File: src/hdl/cffa_pkg.sv
// ---------------------------------------------------------------------------
// cffa_pkg
// Shared codes, field widths and control structs of the block allocator.
// ---------------------------------------------------------------------------
`timescale 1ns / 1ps
`default_nettype none

package cffa_pkg;

	localparam int COUNT_W  = 7;
	localparam int START_W  = 6;
	localparam int LEN_W    = 7;
	localparam int EIDX_W   = 5;
	localparam int USE_W    = 6;
	localparam int STATUS_W = 3;

	typedef enum logic [0:0] {
		OP_ALLOC = 1'b0,
		OP_READ  = 1'b1
	} op_t;

	typedef enum logic [STATUS_W-1:0] {
		ST_OK        = 3'd0,
		ST_FULL      = 3'd1,
		ST_NO_SPACE  = 3'd2,
		ST_BAD_COUNT = 3'd3,
		ST_UNUSED    = 3'd4
	} status_t;

	typedef struct packed {
		logic               go;
		logic [COUNT_W-1:0] count;
	} scan_cmd_t;

	typedef struct packed {
		logic               done;
		logic               found;
		logic [START_W-1:0] start;
	} scan_res_t;

	typedef struct packed {
		logic [START_W-1:0] start;
		logic [LEN_W-1:0]   len;
	} entry_t;

endpackage

`default_nettype wire

File: src/hdl/cffa_if.sv
// ---------------------------------------------------------------------------
// cffa_if
// Request and response channels of the block allocator (valid/ready).
// ---------------------------------------------------------------------------
`timescale 1ns / 1ps
`default_nettype none

interface cffa_req_if;
	logic       valid;
	logic       ready;
	logic [0:0] operation;
	logic [6:0] block_count;
	logic [4:0] entry_index;

	modport source (output valid, output operation, output block_count,
		output entry_index, input ready);
	modport sink (input valid, input operation, input block_count,
		input entry_index, output ready);
endinterface

interface cffa_rsp_if;
	logic       valid;
	logic       ready;
	logic [2:0] status;
	logic [5:0] start_block;
	logic [6:0] run_length;
	logic [4:0] table_index;
	logic [5:0] entries_in_use;

	modport source (output valid, output status, output start_block,
		output run_length, output table_index, output entries_in_use, input ready);
	modport sink (input valid, input status, input start_block,
		input run_length, input table_index, input entries_in_use, output ready);
endinterface

`default_nettype wire

File: src/hdl/contiguous_first_fit_block_allocator.sv
// Allocate: a serial search of the block map (one map bit per cycle), then a registered result.
// Read of a table entry: the result comes from the registered table read.
// One item in flight; a finished result waits in the output register while
// the next item is accepted.
// Reset clears the block map and the entry count; table contents are
// undefined until written and need no clearing pass.
// ---------------------------------------------------------------------------
// contiguous_first_fit_block_allocator
// First-fit contiguous block allocator with an allocation table.
// ---------------------------------------------------------------------------
`timescale 1ns / 1ps
`default_nettype none

module contiguous_first_fit_block_allocator #(
	parameter int NUM_BLOCKS    = 64,
	parameter int TABLE_ENTRIES = 32
) (
	input logic        clk,
	input logic        arst_n,
	cffa_req_if.sink   req,
	cffa_rsp_if.source rsp
);
	import cffa_pkg::*;

	localparam int CNT_W  = $clog2(TABLE_ENTRIES + 1);
	localparam int TIDX_W = (TABLE_ENTRIES > 1) ? $clog2(TABLE_ENTRIES) : 1;
	localparam int CMP_W  = (CNT_W > EIDX_W) ? CNT_W : EIDX_W;

	typedef enum logic [2:0] {
		S_IDLE = 3'b001,
		S_SCAN = 3'b010,
		S_FIN  = 3'b100
	} state_t;

	state_t             state_q;
	logic [CNT_W-1:0]   cnt_q;
	op_t                op_q;
	status_t            pend_status_q;
	logic [EIDX_W-1:0]  idx_q;
	logic [COUNT_W-1:0] n_q;

	logic               out_valid_q;
	status_t            out_status_q;
	logic [START_W-1:0] out_start_q;
	logic [LEN_W-1:0]   out_len_q;
	logic [EIDX_W-1:0]  out_tidx_q;
	logic [USE_W-1:0]   out_use_q;

	logic      req_acc;
	logic      is_read;
	status_t   acc_status;
	status_t   fin_status;
	logic      out_free;
	logic      fin;
	logic      tbl_we;
	entry_t    wr_data;
	entry_t    rd_data;
	scan_cmd_t scan_cmd;
	scan_res_t scan_res;

	assign req.ready = state_q == S_IDLE;
	assign req_acc   = req.valid && req.ready;
	assign is_read   = op_t'(req.operation) == OP_READ;

	always_comb begin
		if (is_read) begin
			acc_status = (CMP_W'(req.entry_index) >= CMP_W'(cnt_q)) ? ST_UNUSED : ST_OK;
		end else if (cnt_q == CNT_W'(TABLE_ENTRIES)) begin
			acc_status = ST_FULL;
		end else if (req.block_count == '0 ||
			req.block_count > COUNT_W'(NUM_BLOCKS)) begin
			acc_status = ST_BAD_COUNT;
		end else begin
			acc_status = ST_OK;
		end
	end

	assign scan_cmd.go    = req_acc && !is_read && acc_status == ST_OK;
	assign scan_cmd.count = req.block_count;

	cffa_scan #(
		.NUM_BLOCKS(NUM_BLOCKS)
	) u_scan (
		.clk   (clk),
		.arst_n(arst_n),
		.cmd   (scan_cmd),
		.res   (scan_res)
	);

	assign out_free = !out_valid_q || rsp.ready;
	assign fin      = (state_q == S_FIN) && out_free;

	always_comb begin
		if (pend_status_q != ST_OK) begin
			fin_status = pend_status_q;
		end else if (op_q == OP_READ || scan_res.found) begin
			fin_status = ST_OK;
		end else begin
			fin_status = ST_NO_SPACE;
		end
	end

	assign tbl_we        = fin && op_q == OP_ALLOC && fin_status == ST_OK;
	assign wr_data.start = scan_res.start;
	assign wr_data.len   = n_q;

	cffa_table #(
		.DEPTH(TABLE_ENTRIES),
		.AW   (TIDX_W)
	) u_table (
		.clk    (clk),
		.wr_en  (tbl_we),
		.wr_addr(TIDX_W'(cnt_q)),
		.wr_data(wr_data),
		.rd_en  (req_acc && is_read),
		.rd_addr(TIDX_W'(req.entry_index)),
		.rd_data(rd_data)
	);

	always_ff @(posedge clk or negedge arst_n) begin
		if (!arst_n) begin
			state_q     <= S_IDLE;
			cnt_q       <= '0;
			out_valid_q <= 1'b0;
		end else begin
			unique case (state_q)
				S_IDLE: begin
					if (req_acc) begin
						state_q <= scan_cmd.go ? S_SCAN : S_FIN;
					end
				end
				S_SCAN: begin
					if (scan_res.done) begin
						state_q <= S_FIN;
					end
				end
				S_FIN: begin
					if (out_free) begin
						state_q <= S_IDLE;
					end
				end
				default: begin
					state_q <= S_IDLE;
				end
			endcase
			if (tbl_we) begin
				cnt_q <= cnt_q + CNT_W'(1);
			end
			if (fin) begin
				out_valid_q <= 1'b1;
			end else if (rsp.ready) begin
				out_valid_q <= 1'b0;
			end
		end
	end

	always_ff @(posedge clk) begin
		if (req_acc) begin
			op_q          <= op_t'(req.operation);
			pend_status_q <= acc_status;
			idx_q         <= req.entry_index;
			n_q           <= req.block_count;
		end
		if (fin) begin
			out_status_q <= fin_status;
			out_use_q    <= USE_W'(tbl_we ? cnt_q + CNT_W'(1) : cnt_q);
			if (fin_status != ST_OK) begin
				out_start_q <= '0;
				out_len_q   <= '0;
				out_tidx_q  <= '0;
			end else if (op_q == OP_READ) begin
				out_start_q <= rd_data.start;
				out_len_q   <= rd_data.len;
				out_tidx_q  <= idx_q;
			end else begin
				out_start_q <= scan_res.start;
				out_len_q   <= '0;
				out_tidx_q  <= EIDX_W'(cnt_q);
			end
		end
	end

	assign rsp.valid          = out_valid_q;
	assign rsp.status         = out_status_q;
	assign rsp.start_block    = out_start_q;
	assign rsp.run_length     = out_len_q;
	assign rsp.table_index    = out_tidx_q;
	assign rsp.entries_in_use = out_use_q;

`ifndef SYNTHESIS
	a_cnt_bound: assert property (@(posedge clk) disable iff (!arst_n)
		cnt_q <= CNT_W'(TABLE_ENTRIES))
		else $error("entry count above table size");
	a_cnt_step: assert property (@(posedge clk) disable iff (!arst_n)
		(cnt_q != $past(cnt_q)) |-> $past(tbl_we))
		else $error("entry count moved without a table write");
	a_done_in_scan: assert property (@(posedge clk) disable iff (!arst_n)
		scan_res.done |-> state_q == S_SCAN)
		else $error("search finished outside scan state");
`endif

endmodule

`default_nettype wire

File: src/hdl/cffa_table.sv
// ---------------------------------------------------------------------------
// cffa_table
// Allocation table: one write port, one registered read port.
// ---------------------------------------------------------------------------
`timescale 1ns / 1ps
`default_nettype none

module cffa_table #(
	parameter int DEPTH = 32,
	parameter int AW    = 5
) (
	input  logic                  clk,
	input  logic                  wr_en,
	input  logic [AW-1:0]         wr_addr,
	input  cffa_pkg::entry_t      wr_data,
	input  logic                  rd_en,
	input  logic [AW-1:0]         rd_addr,
	output cffa_pkg::entry_t      rd_data
);
	import cffa_pkg::*;

	entry_t mem_q [DEPTH];
	entry_t rd_data_q;

	always_ff @(posedge clk) begin
		if (wr_en) begin
			mem_q[wr_addr] <= wr_data;
		end
		if (rd_en) begin
			rd_data_q <= mem_q[rd_addr];
		end
	end

	assign rd_data = rd_data_q;

endmodule

`default_nettype wire

File: src/hdl/cffa_scan.sv
// ---------------------------------------------------------------------------
// cffa_scan
// Holds the used-block map; bit-serial first-fit search over a rotating map.
// ---------------------------------------------------------------------------
`timescale 1ns / 1ps
`default_nettype none

module cffa_scan #(
	parameter int NUM_BLOCKS = 64
) (
	input  logic                clk,
	input  logic                arst_n,
	input  cffa_pkg::scan_cmd_t cmd,
	output cffa_pkg::scan_res_t res
);
	import cffa_pkg::*;

	localparam int POS_W = $clog2(NUM_BLOCKS);

	typedef enum logic [1:0] {
		SC_IDLE = 2'b01,
		SC_RUN  = 2'b10
	} sc_state_t;

	sc_state_t             state_q;
	logic [NUM_BLOCKS-1:0] map_q;
	logic [NUM_BLOCKS-1:0] top_mask;
	logic [POS_W-1:0]      pos_q;
	logic [COUNT_W-1:0]    run_q;
	logic [COUNT_W-1:0]    n_q;
	logic [START_W-1:0]    rstart_q;
	logic [START_W-1:0]    start_q;
	logic                  found_q;
	logic                  hit;
	logic                  last;

	// top n positions: where the run just passed sits after this rotation
	always_comb begin
		for (int i = 0; i < NUM_BLOCKS; i++) begin
			top_mask[i] = ({1'b0, n_q} + 8'(i)) >= 8'(NUM_BLOCKS);
		end
	end

	assign hit  = (state_q == SC_RUN) && !found_q && !map_q[0] &&
		((run_q + COUNT_W'(1)) == n_q);
	assign last = pos_q == POS_W'(NUM_BLOCKS - 1);

	always_ff @(posedge clk or negedge arst_n) begin
		if (!arst_n) begin
			state_q  <= SC_IDLE;
			map_q    <= '0;
			pos_q    <= '0;
			run_q    <= '0;
			n_q      <= '0;
			rstart_q <= '0;
			start_q  <= '0;
			found_q  <= 1'b0;
		end else begin
			unique case (state_q)
				SC_IDLE: begin
					if (cmd.go) begin
						state_q  <= SC_RUN;
						pos_q    <= '0;
						run_q    <= '0;
						rstart_q <= '0;
						found_q  <= 1'b0;
						n_q      <= cmd.count;
					end
				end
				SC_RUN: begin
					map_q <= {map_q[0], map_q[NUM_BLOCKS-1:1]} |
						(hit ? top_mask : '0);
					pos_q <= pos_q + POS_W'(1);
					if (!found_q) begin
						if (map_q[0]) begin
							run_q    <= '0;
							rstart_q <= START_W'(pos_q) + START_W'(1);
						end else begin
							run_q <= run_q + COUNT_W'(1);
							if (hit) begin
								found_q <= 1'b1;
								start_q <= rstart_q;
							end
						end
					end
					if (last) begin
						state_q <= SC_IDLE;
					end
				end
				default: begin
					state_q <= SC_IDLE;
				end
			endcase
		end
	end

	assign res.done  = (state_q == SC_RUN) && last;
	assign res.found = found_q;
	assign res.start = start_q;

`ifndef SYNTHESIS
	a_map_grows: assert property (@(posedge clk) disable iff (!arst_n)
		$countones(map_q) >= $past($countones(map_q)))
		else $error("used block count dropped");
	a_run_fits: assert property (@(posedge clk) disable iff (!arst_n)
		found_q |-> ({2'b0, start_q} + {1'b0, n_q}) <= 8'(NUM_BLOCKS))
		else $error("found run runs past the map");
	a_go_idle: assert property (@(posedge clk) disable iff (!arst_n)
		cmd.go |-> state_q == SC_IDLE)
		else $error("search started while busy");
`endif

endmodule

`default_nettype wire

File: src/flat_wrapper.sv
// flat-port wrapper written by rule: the top's interface ports become plain ports
module contiguous_first_fit_block_allocator_flat import cffa_pkg::*;
#(
	parameter int NUM_BLOCKS    = 64,
	parameter int TABLE_ENTRIES = 32
)
  (clk, arst_n, req_valid, req_operation, req_block_count, req_entry_index, req_ready, rsp_valid, rsp_status, rsp_start_block, rsp_run_length, rsp_table_index, rsp_entries_in_use, rsp_ready);
  cffa_req_if req_i ();
  cffa_rsp_if rsp_i ();
  input logic clk;
  input logic arst_n;
  input wire logic [$bits(req_i.valid)-1:0] req_valid;
  input wire logic [$bits(req_i.operation)-1:0] req_operation;
  input wire logic [$bits(req_i.block_count)-1:0] req_block_count;
  input wire logic [$bits(req_i.entry_index)-1:0] req_entry_index;
  output wire logic [$bits(req_i.ready)-1:0] req_ready;
  output wire logic [$bits(rsp_i.valid)-1:0] rsp_valid;
  output wire logic [$bits(rsp_i.status)-1:0] rsp_status;
  output wire logic [$bits(rsp_i.start_block)-1:0] rsp_start_block;
  output wire logic [$bits(rsp_i.run_length)-1:0] rsp_run_length;
  output wire logic [$bits(rsp_i.table_index)-1:0] rsp_table_index;
  output wire logic [$bits(rsp_i.entries_in_use)-1:0] rsp_entries_in_use;
  input wire logic [$bits(rsp_i.ready)-1:0] rsp_ready;
  assign req_i.valid = req_valid;
  assign req_i.operation = req_operation;
  assign req_i.block_count = req_block_count;
  assign req_i.entry_index = req_entry_index;
  assign req_ready = req_i.ready;
  assign rsp_valid = rsp_i.valid;
  assign rsp_status = rsp_i.status;
  assign rsp_start_block = rsp_i.start_block;
  assign rsp_run_length = rsp_i.run_length;
  assign rsp_table_index = rsp_i.table_index;
  assign rsp_entries_in_use = rsp_i.entries_in_use;
  assign rsp_i.ready = rsp_ready;
  contiguous_first_fit_block_allocator #(.NUM_BLOCKS(NUM_BLOCKS), .TABLE_ENTRIES(TABLE_ENTRIES)) u_core (.clk(clk), .arst_n(arst_n), .req(req_i), .rsp(rsp_i));
endmodule
File: config.mk
export PLATFORM = sky130hd
export DESIGN_NAME = contiguous_first_fit_block_allocator_flat
export DESIGN_NICKNAME = d
export VERILOG_FILES = /design/src/hdl/cffa_pkg.sv /design/src/hdl/cffa_if.sv /design/src/hdl/contiguous_first_fit_block_allocator.sv /design/src/hdl/cffa_table.sv /design/src/hdl/cffa_scan.sv /design/src/flat_wrapper.sv
export SDC_FILE = /design/constraint.sdc
export NUM_CORES = 1
export LEC_CHECK = 0
export BUFFER_PORTS_ARGS = -buffer_cell sky130_fd_sc_hd__buf_2
export CAP_MARGIN = 20
export CORE_ASPECT_RATIO = 1.5
export CORE_MARGIN = 2
export CORE_UTILIZATION = 62
export CTS_CLUSTER_SIZE = 40
export DETAILED_ROUTE_END_ITERATION = 8
export PLACE_DENSITY = 0.81
export SETUP_SLACK_MARGIN = 0.2
export SYNTH_ARGS = -nofsm -noshare
export SYNTH_HDL_FRONTEND = slang
export SYNTH_SLANG_ARGS = --single-unit
File: constraint.sdc
create_clock -name clk -period 3.7 [get_ports clk]
set_input_delay 0.555 -clock clk [delete_from_list [all_inputs] [get_ports clk]]
set_output_delay 0.555 -clock clk [all_outputs]
set_load 0.03 [all_outputs]
==> After elaboration in Yosys (flattened, before gate mapping) <==
Memory sizes are Yosys's and may differ from the RTL's. A register that Yosys moved wholly into a read port is not among the register bits.
Index checks and enable logic that the tools add are counted.
{ "totals": {"regBits": 152, "latchBits": 0, "mem_bits_rw": 416, "romBits": 0, "word_cells": 241, "n_memories": 1} }
{ "op_classes": {"n_addsub": 66, "n_mul": 0, "n_div": 0, "order_cmp": 66, "n_eq_ne": 15, "shift": 0, "muxes": 36, "n_bitwise": 4, "n_reduce_logical": 33} }
{ "mem_list": {"columns": ["name", "words", "word_bits", "read_ports", "rd_clocked_by_memory_dff", "write_ports", "line_no", "source"], "rows": [
  ["u_core.u_table.mem_q", 32, 13, 1, 1, 1, "cffa_table.sv:22", "entry_t mem_q [DEPTH];"]
]} }
{ "ops": {"columns": ["operator", "count"], "rows": [
  [">= comparator 8 x 7 -> 1 bit (second input constant)", 63],
  ["adder 7 x 6 -> 8 bit (second input constant)", 32],
  ["adder 7 x 5 -> 8 bit (second input constant)", 16],
  ["adder 7 x 4 -> 8 bit (second input constant)", 8],
  ["two-way mux 64 bit", 1],
  ["OR 64 bit", 1],
  ["adder 7 x 3 -> 8 bit (second input constant)", 4],
  ["two-way mux 6 bit", 5],
  ["one-hot mux 6 bit (2 select lines)", 2],
  ["two-way mux 3 bit", 7],
  ["two-way mux 7 bit", 3],
  ["adder 7 x 2 -> 8 bit (second input constant)", 2],
  ["one-hot mux 7 bit (2 select lines)", 1],
  ["adder 6 x 1 -> 6 bit (second input constant)", 2],
  ["equality test 6 bit (second input constant)", 2],
  ["logical AND 1 bit", 11],
  ["two-way mux 2 bit", 5],
  ["one-hot mux 3 bit (3 select lines)", 1],
  ["adder 7 x 1 -> 8 bit (second input constant)", 1],
  ["two-way mux 1 bit", 8],
  ["!= test 2 bit (second input constant)", 4],
  ["AND reduction 4 bit", 2],
  ["adder 7 x 1 -> 7 bit (second input constant)", 1],
  ["equality test 7 bit", 1],
  ["22 further kinds", 37]
]} }

==> Longest topological paths before layout <==
Gate-level depths: netlist (run 1).
{ "depth": {"ltp_word": 10, "ltp_mapped": 11} }

==> By module <==
A second synthesis (run 1) with hierarchy kept.
{ "hier_totals": {"hier_cells": 1695, "area_unflattened_um2": 24395.9} }
{ "by_module_without_submodules": {"columns": ["mod", "n_inst", "cells_each", "area_each_um2", "seq_area_each_um2"], "rows": [
  ["cffa_table", 1, 936, 16858.7, 12882.4],
  ["cffa_scan", 1, 601, 5250.0, 2478.6],
  ["contiguous_first_fit_block_allocator", 1, 158, 2287.2, 1542.7]
]} }

==> Worst setup path after synthesis (run 1) <==
OpenSTA, ideal clock, no wires.
{ "synth_path": {"path_kind": "input to register", "start": "input req_entry_index[1]", "end": "register u_core.u_table.rd_data[10] (netlist name)", "setup_ns": 0.260, "arrival_ns": 2.407, "t_required_ns": 3.440, "path_slack_ns": 1.033, "cell_stages": 6, "path_buffers": 3, "path_cell_list": "clkbuf_1 -> buf_1 -> clkbuf_1 -> mux4_2 -> mux4_2 -> mux2_2"} }
{ "synth_lines": {"columns": ["item", "line_no", "source"], "rows": [
  ["start: declaration", "flat_wrapper.sv:15", "input wire logic [$bits(req_i.entry_index)-1:0] req_entry_index;"]
]} }

==> Worst setup path in the final report (run 1) <==
{ "layout_path": {"start": "register u_core.pend_status_q[0]", "end": "memory u_core.u_table.mem_q[2][10] (netlist bit), enable pin"} }
{ "layout_between": {"elab_chain_len": 6} }
{ "layout_rtl": {"columns": ["item", "line_no", "source"], "rows": [
  ["start: declaration", "contiguous_first_fit_block_allocator.sv:38", "status_t pend_status_q;"],
  ["start signal: assignment", "contiguous_first_fit_block_allocator.sv:160", "pend_status_q <= acc_status;"],
  ["nonzero test 3 bit", "contiguous_first_fit_block_allocator.sv:94", "if (pend_status_q != ST_OK) begin"],
  ["two-way mux 3 bit *", "contiguous_first_fit_block_allocator.sv:94", null],
  ["logical NOT 3 bit *", "contiguous_first_fit_block_allocator.sv:103", "assign tbl_we = fin && op_q == OP_ALLOC && fin_status == ST_OK;"],
  ["logical AND 1 bit *", "contiguous_first_fit_block_allocator.sv:103", null],
  ["two-way mux 1 bit *", "cffa_table.sv:26", "if (wr_en) begin"],
  ["two-way mux 1 bit (implied by the code) *", "cffa_table.sv:27", "mem_q[wr_addr] <= wr_data;"],
  ["end: declaration", "cffa_table.sv:22", null]
]} }
Every way passes the cells marked *; elsewhere a longest branch is shown, timed or not.

==> impl_metrics.ini, run 1 <==
[outcome]
run_status = complete, no violations

[worst_setup_path]
critical_path_class = reg2reg
worst-path-max-fanout = 11
crit_path_max_incr_delay_ns = 0.59
worstSetupStartpointType = register
critical_path_required_ns = 3.96
crit_path_capture_type = register
crit_arrival_ns = 3.12
crit_path_cell_chain = or4_1 > nor4_4 > nand2_1 > nor2_1 > buf_4
cpMaxStageDelayCell = or4_1

[synthesis]
syn-cell-area_um2 = 23400
ys_types = 47
seq_area_frac_synth = 0.723
ys_ff_latch = 581
synth_edf_count = 472
postSynthCellCount = 1349
top_ff_cell_synth = edfxtp_1
yosys_warnings = 0
ys_async_sr_fraction = 0.188
synth.net_count = 1377
postSynthAreaPerCell_um2 = 17.3

[detailed_routing]
drtPass1Iterations = 7
drc_errors = 0
routedWlPerCell_um = 29.4
postRouteWirelength_mm = 57.3
drt-initial-drc-count = 1549
antenna_left = 0
avgViaCountPerCell = 6.71
via_count = 13100

[clocking]
clk_pin_slew_ns = 0.07
post_cts_buffers = 0
clock_tree.buffer_depth = 3
post_cts_resize_count = 0
numCtsBuffers = 50
insertion_delay_ns = 0.58
cts_htree_levels = 2
cts_tree = yes
cts_sinks = 581
cts_root_buffer = clkbuf_16

[power_and_ir_drop]
power.ir.vdd_worst_mv = 0.564
cellLeakagePower_nw = 8.88
cell_pwr_density_nw_per_um2 = 601

[sta]
tightest_slew_ns = 1.13
clk_skew_ns = 0.0272
hold_viol = 0
fmax_ghz = 0.350
final.setup.tns_ns = 0
portion_of_the_clock_cycle_consumed_by_the_worst_path_in_the_final_layout = 0.771
final-setup-viol-count = 0
slew_viols_final = 0
fin_crit_ns = 2.85
fin_ws_ns = 0.846
timing.slew.headroom = 0.248
rsz0062_at_grt = no

[die]
fp.dieW_um = 163
floorplan.initialDensity = 0.625
vertical_extent_of_the_die_um = 242
boundary_pins = 46
die_outline_area_um2 = 39300
floorplan.core_area_um2 = 37400
num_rows = 87

[global_route]
grt_antenna_before_repair = 0
grt_first_pass_wirelength_mm = 84.4
global_route.overflow_total = 0
globalRouteTotalUtil = 0.295
first_global_vias = 13400
grt_start_max_net_pins = 96

[finish]
num_antenna_cells = 0
multi_input_comb_area_um2 = 6070
register_area_um2 = 16900
non_filler_cells_in_the_finished_layout = 1951
final_area_um2 = 26300
final_layout_size_suffix_gt1_frac = 0.235
fill_cells = 2217
areaGrowthSynthToFinish_pct = 12.6
num-nets-final = 1450

[placed_design]
dp_cells = 1851
dp_slack_ns = 0.811
dp_hpwl_mm = 33.5
finalWeightedCongestion = 0.855
place.port_buffers = 45
post_dp_cell_area_um2 = 24400

[run]
maxCapViolCount = 0

[worst_hold_path]
hold_class = in2reg
## where the power goes
part,internal (mW),switching [mW]
logic,0.782,1.33
clock network,3.20,2.38
registers,7.65,0.485
## cells in the mapped netlist, types with 7 or more instances
cell type	instances	area [um^2]
mux2i_1	23	230
buf_2	11	55.1
edfxtp_1	472	14200
nor3_1	10	50.1
o22ai_1	53	332
clkbuf_1	66	248
o21ai_0	16	80.1
a31oi_1	13	81.3
mux4_2	130	2930
inv_1	11	41.3
mux2_2	13	146
nand3_1	26	130
xnor2_1	11	96.3
and3_1	10	62.6
mux2_1	13	146
ha_1	11	138
dfrtp_1	107	2680
o21a_1	7	52.6
nand2b_1	10	62.6
nor2_1	187	702
nand2_1	24	90.1
a21oi_1	39	195
o31ai_1	9	67.6
buf_1	7	26.3
a21o_1	7	52.6
## metal layers
metal,vias to the layer above,share of wire,track usage
met5,-,0,0
met4,0,0.053,0.138
met3,189,0.069,0.0421
met2,770,0.54,0.531
met1,6713,0.33,0.350
li1,5422,-,-
## sequential cells by signal (all words and copies together), names as in the netlist, 5 cells and up
register,count
u_core.u_table.mem_q,416
u_core.u_scan.map_q,64
u_core.u_table.rd_data,13
u_core.n_q,7
u_core.rsp.run_length,7
u_core.u_scan.n_q,7
u_core.u_scan.run_q,7
u_core.cnt_q,6
u_core.rsp.entries_in_use,6
u_core.rsp.start_block,6
u_core.u_scan.pos_q,6
u_core.u_scan.rstart_q,6
u_core.u_scan.start_q,6
u_core.idx_q,5
u_core.rsp.table_index,5
## through the flow
stage               power [mW]  hold slack (ns)  utilization
finish                    15.8            0.177        0.703
floorplan                 9.56            0.259            -
global placement          10.1            0.433        0.651
CTS                       15.7            0.162        0.698
detailed placement        10.2            0.435        0.651
global route              16.3            0.180        0.703
## cell families (layout without fill, tap and decap cells)
group           Yosys count  after routing  share of synthesized area
flops                   581            581                      0.723
simple gates            297            297                     0.0558
mux                     179            179                      0.148
compound gates          163            163                     0.0432
buf+inv                 101            214                     0.0187
xor+xnor                 17             17                    0.00636
fa+ha+maj                11             11                    0.00588
## critical path, delay by kind of cell, from the launching register on
family	cells	cell delay, ns
flip-flops	1	0.44
AND/OR/NAND/NOR	4	1.78
buffers and inverters	1	0.32
## placed cells by master (no fill, tap or decap), drive strengths merged, types with 11 or more instances in the layout
cell / netlist / routed
clkinv: 0 / 15
mux4: 130 / 130
a21oi: 39 / 39
o22ai: 53 / 53
clkbuf: 66 / 61
o21ai: 21 / 21
xnor2: 11 / 11
edfxtp: 472 / 472
buf: 24 / 110
nand3: 26 / 26
mux2: 26 / 26
dfrtp: 107 / 107
ha: 11 / 11
inv: 11 / 14
mux2i: 23 / 23
nand2: 24 / 24
a31oi: 13 / 13
nor2: 187 / 187
## path summary, 6_finish.rpt
check | from | cells past startpoint | to | slack [ns]
min in group asynchronous | arst_n | 2 | u_core.cnt_q[5]$_DFF_PN0_ | 0.37
max in group asynchronous | arst_n | 3 | u_core.u_scan.map_q[35]$_DFFE_PN0P_ | 2.51
worst max register to register | u_core.pend_status_q[0]$_DFFE_PP_ | 5 | u_core.u_table.mem_q[2][10]$_DFFE_PP_ | 0.85
worst max-delay path | u_core.pend_status_q[0]$_DFFE_PP_ | 5 | u_core.u_table.mem_q[2][10]$_DFFE_PP_ | 0.85
worst min register to register | u_core.u_scan.rstart_q[2]$_DFFE_PN0P_ | 1 | u_core.u_scan.start_q[2]$_DFFE_PN0P_ | 0.49
worst min-delay path | req_block_count[2] | 1 | u_core.n_q[2]$_DFFE_PP_ | 0.18
## repair_timing
action	4_1_cts	5_1_grt
hold buffers	1	0
hold endpoints to repair	12	0
endpoints found under the setup margin	0	0
## cell type report
| type | count | share of cell area |
|---|---|---|
| repair buffers | 111 | 0.0365 |
| flip-flops and latches | 581 | 0.642 |
| clock inverters | 31 | 0.0143 |
| multi-input cells | 667 | 0.231 |
| clock buffers | 61 | 0.0518 |
| inverters | 11 | 0.00157 |
| well taps | 489 | 0.0232 |
Power figures use the tool's default switching activity.
==> run 2, diff against run 1 <==
- CORE_UTILIZATION: 62 -> 56
- PLACE_DENSITY: 0.81 -> 0.77
- clock period: 3.7 -> 2.6 ns (I/O delays scaled with it)
==> impl_metrics.ini, run 2 (same netlist as run 1, synthesis figures left out) <==
[die]
floorplan.core_area_um2 = 41200
vertical_extent_of_the_die_um = 254
floorplan.initialDensity = 0.568
boundary_pins = 46
fp.dieW_um = 171
num_rows = 91
die_outline_area_um2 = 43500

[worst_hold_path]
hold_class = in2reg

[finish]
areaGrowthSynthToFinish_pct = 15.1
num-nets-final = 1482
register_area_um2 = 16900
largest_register = u_core.u_table.mem_q
final_layout_size_suffix_gt1_frac = 0.261
multi_input_comb_area_um2 = 6160
number_of_flip_flops_in_the_largest_register = 416
num_antenna_cells = 0
final_cell_mix = edfxtp_1, nor2_1, mux4_2
final_common_cell = edfxtp_1
fill_cells = 2728

[global_route]
globalRouteTotalUtil = 0.257
grt_antenna_before_repair = 0
global_route.overflow_total = 0
first_global_vias = 13200
grt_first_pass_wirelength_mm = 81.3
grt_start_max_net_pins = 80

[worst_setup_path]
crit_arrival_ns = 2.76
worstSetupStartpointType = register
critical_path_class = reg2reg
crit_path_capture_type = register
critical_path_required_ns = 3.05
worst-path-max-fanout = 7

[sta]
hold_viol = 0
clk_skew_ns = 0.0180
slew_viols_final = 0
rsz0062_at_grt = no
fmax_ghz = 0.434
timing.slew.headroom = 0.305
tightest_slew_ns = 1.04
fin_crit_ns = 2.31
timing.hold.ws_ns = 0.0261
final.setup.tns_ns = 0
portion_of_the_clock_cycle_consumed_by_the_worst_path_in_the_final_layout = 0.887
final-setup-viol-count = 0

[placed_design]
dp_hpwl_mm = 33.8
finalWeightedCongestion = 0.872
place.port_buffers = 45

[clocking]
insertion_delay_ns = 0.58
cts_sinks = 581
clock_tree.buffer_depth = 3
cts_root_buffer = clkbuf_16
cts_htree_levels = 2
clk_pin_slew_ns = 0.07
numCtsBuffers = 49
cts_tree = yes

[outcome]
run_status = complete, no violations

[detailed_routing]
drc_errors = 0
via_count = 12900
routedWlPerCell_um = 26.4
postRouteWirelength_mm = 54.2
drtPass1Iterations = 6
antenna_left = 0
avgViaCountPerCell = 6.29
drt-initial-drc-count = 1236

[run]
maxCapViolCount = 0

[power_and_ir_drop]
cell_pwr_density_nw_per_um2 = 808
cellLeakagePower_nw = 9.05
power.ir.vdd_worst_mv = 0.762
==> run 2: changes by cell type in the layout (fill, tap and decap cells not counted), moves of 3 or more <==
cell	change
nor2_1	-15
nor2_2	+13
bufinv_16	-6
buf_12	+38
nand2_2	+3
nand2_1	-3
clkbuf_1	+3
buf_4	-3
buf_16	-6
clkinvlp_4	-4
buf_6	+3
clkinv_1	+6
==> run 2: path summary, 6_finish.rpt <==
check / startpoint / end / slack, ns / cells after the start
min: req_block_count[2] / u_core.n_q[2]$_DFFE_PP_ / 0.03 / 1
min in group asynchronous: arst_n / u_core.cnt_q[3]$_DFF_PN0_ / 0.38 / 2
max: u_core.u_scan.run_q[0]$_DFFE_PN0P_ / u_core.u_scan.start_q[4]$_DFFE_PN0P_ / 0.29 / 8
min reg2reg: u_core.u_scan.rstart_q[4]$_DFFE_PN0P_ / u_core.u_scan.rstart_q[4]$_DFFE_PN0P_ / 0.49 / 2
max in group asynchronous: arst_n / u_core.u_scan.map_q[15]$_DFFE_PN0P_ / 1.55 / 3
max reg2reg: u_core.u_scan.run_q[0]$_DFFE_PN0P_ / u_core.u_scan.start_q[4]$_DFFE_PN0P_ / 0.29 / 8
==> run 2: worst max-delay path, cell delays in order, from the launching register on <==
cell and delay [ns]:
dfrtp_2 0.45, ha_2 0.22, and2_1 0.14, nor2b_1 0.13
o311a_1 0.35, o2111ai_2 0.22, o21bai_4 0.19, buf_12 0.15
mux2_1 0.33
==> run 2: layout make-up <==
class	count	area share
clock buffers	65	0.0516
clock inverters	24	0.00595
inverters	11	0.00153
multi-input cells	667	0.229
flip-flops and latches	581	0.628
well taps	558	0.0259
repair buffers	144	0.0588
==> run 2: per-layer routing <==
layer,global-route usage,share of wire,wire (um),vias up
li1,-,-,-,5480
met1,0.301,0.35,18800,6622
met2,0.463,0.54,29500,661
met3,0.0366,0.061,3310,132
met4,0.129,0.049,2650,0
met5,0,0,0,-
==> run 2: power by group <==
part	leakage [nW]	switching [mW]	internal, mW
logic	2.88	1.91	1.19
registers	5.41	0.635	10.9
clock network	0.761	3.19	3.95
==> run 2: timing repair <==
action / in CTS / in global routing
buffers inserted: 2 / 4
gates cloned: 0 / 0
hold buffers: 1 / 0
resized for setup: 11 / 12
pin swaps: 2 / 5
hold endpoints to repair: 41 / 0
endpoints found under the setup margin: 342 / 378
==> run 2: through the flow <==
stage               instance area (um^2)  cells  utilization  setup WS (ns)  total power [mW]
floorplan                          23400   1349            -         0.0733              13.6
global placement                   25200   1952        0.611         0.0803              14.6
detailed placement                 25200   1952        0.611         0.0254              14.7
CTS                                26800   2044        0.651          0.202              21.8
global route                       26900   2050        0.654          0.200              22.5
finish                             26900   2050        0.654          0.294              21.8
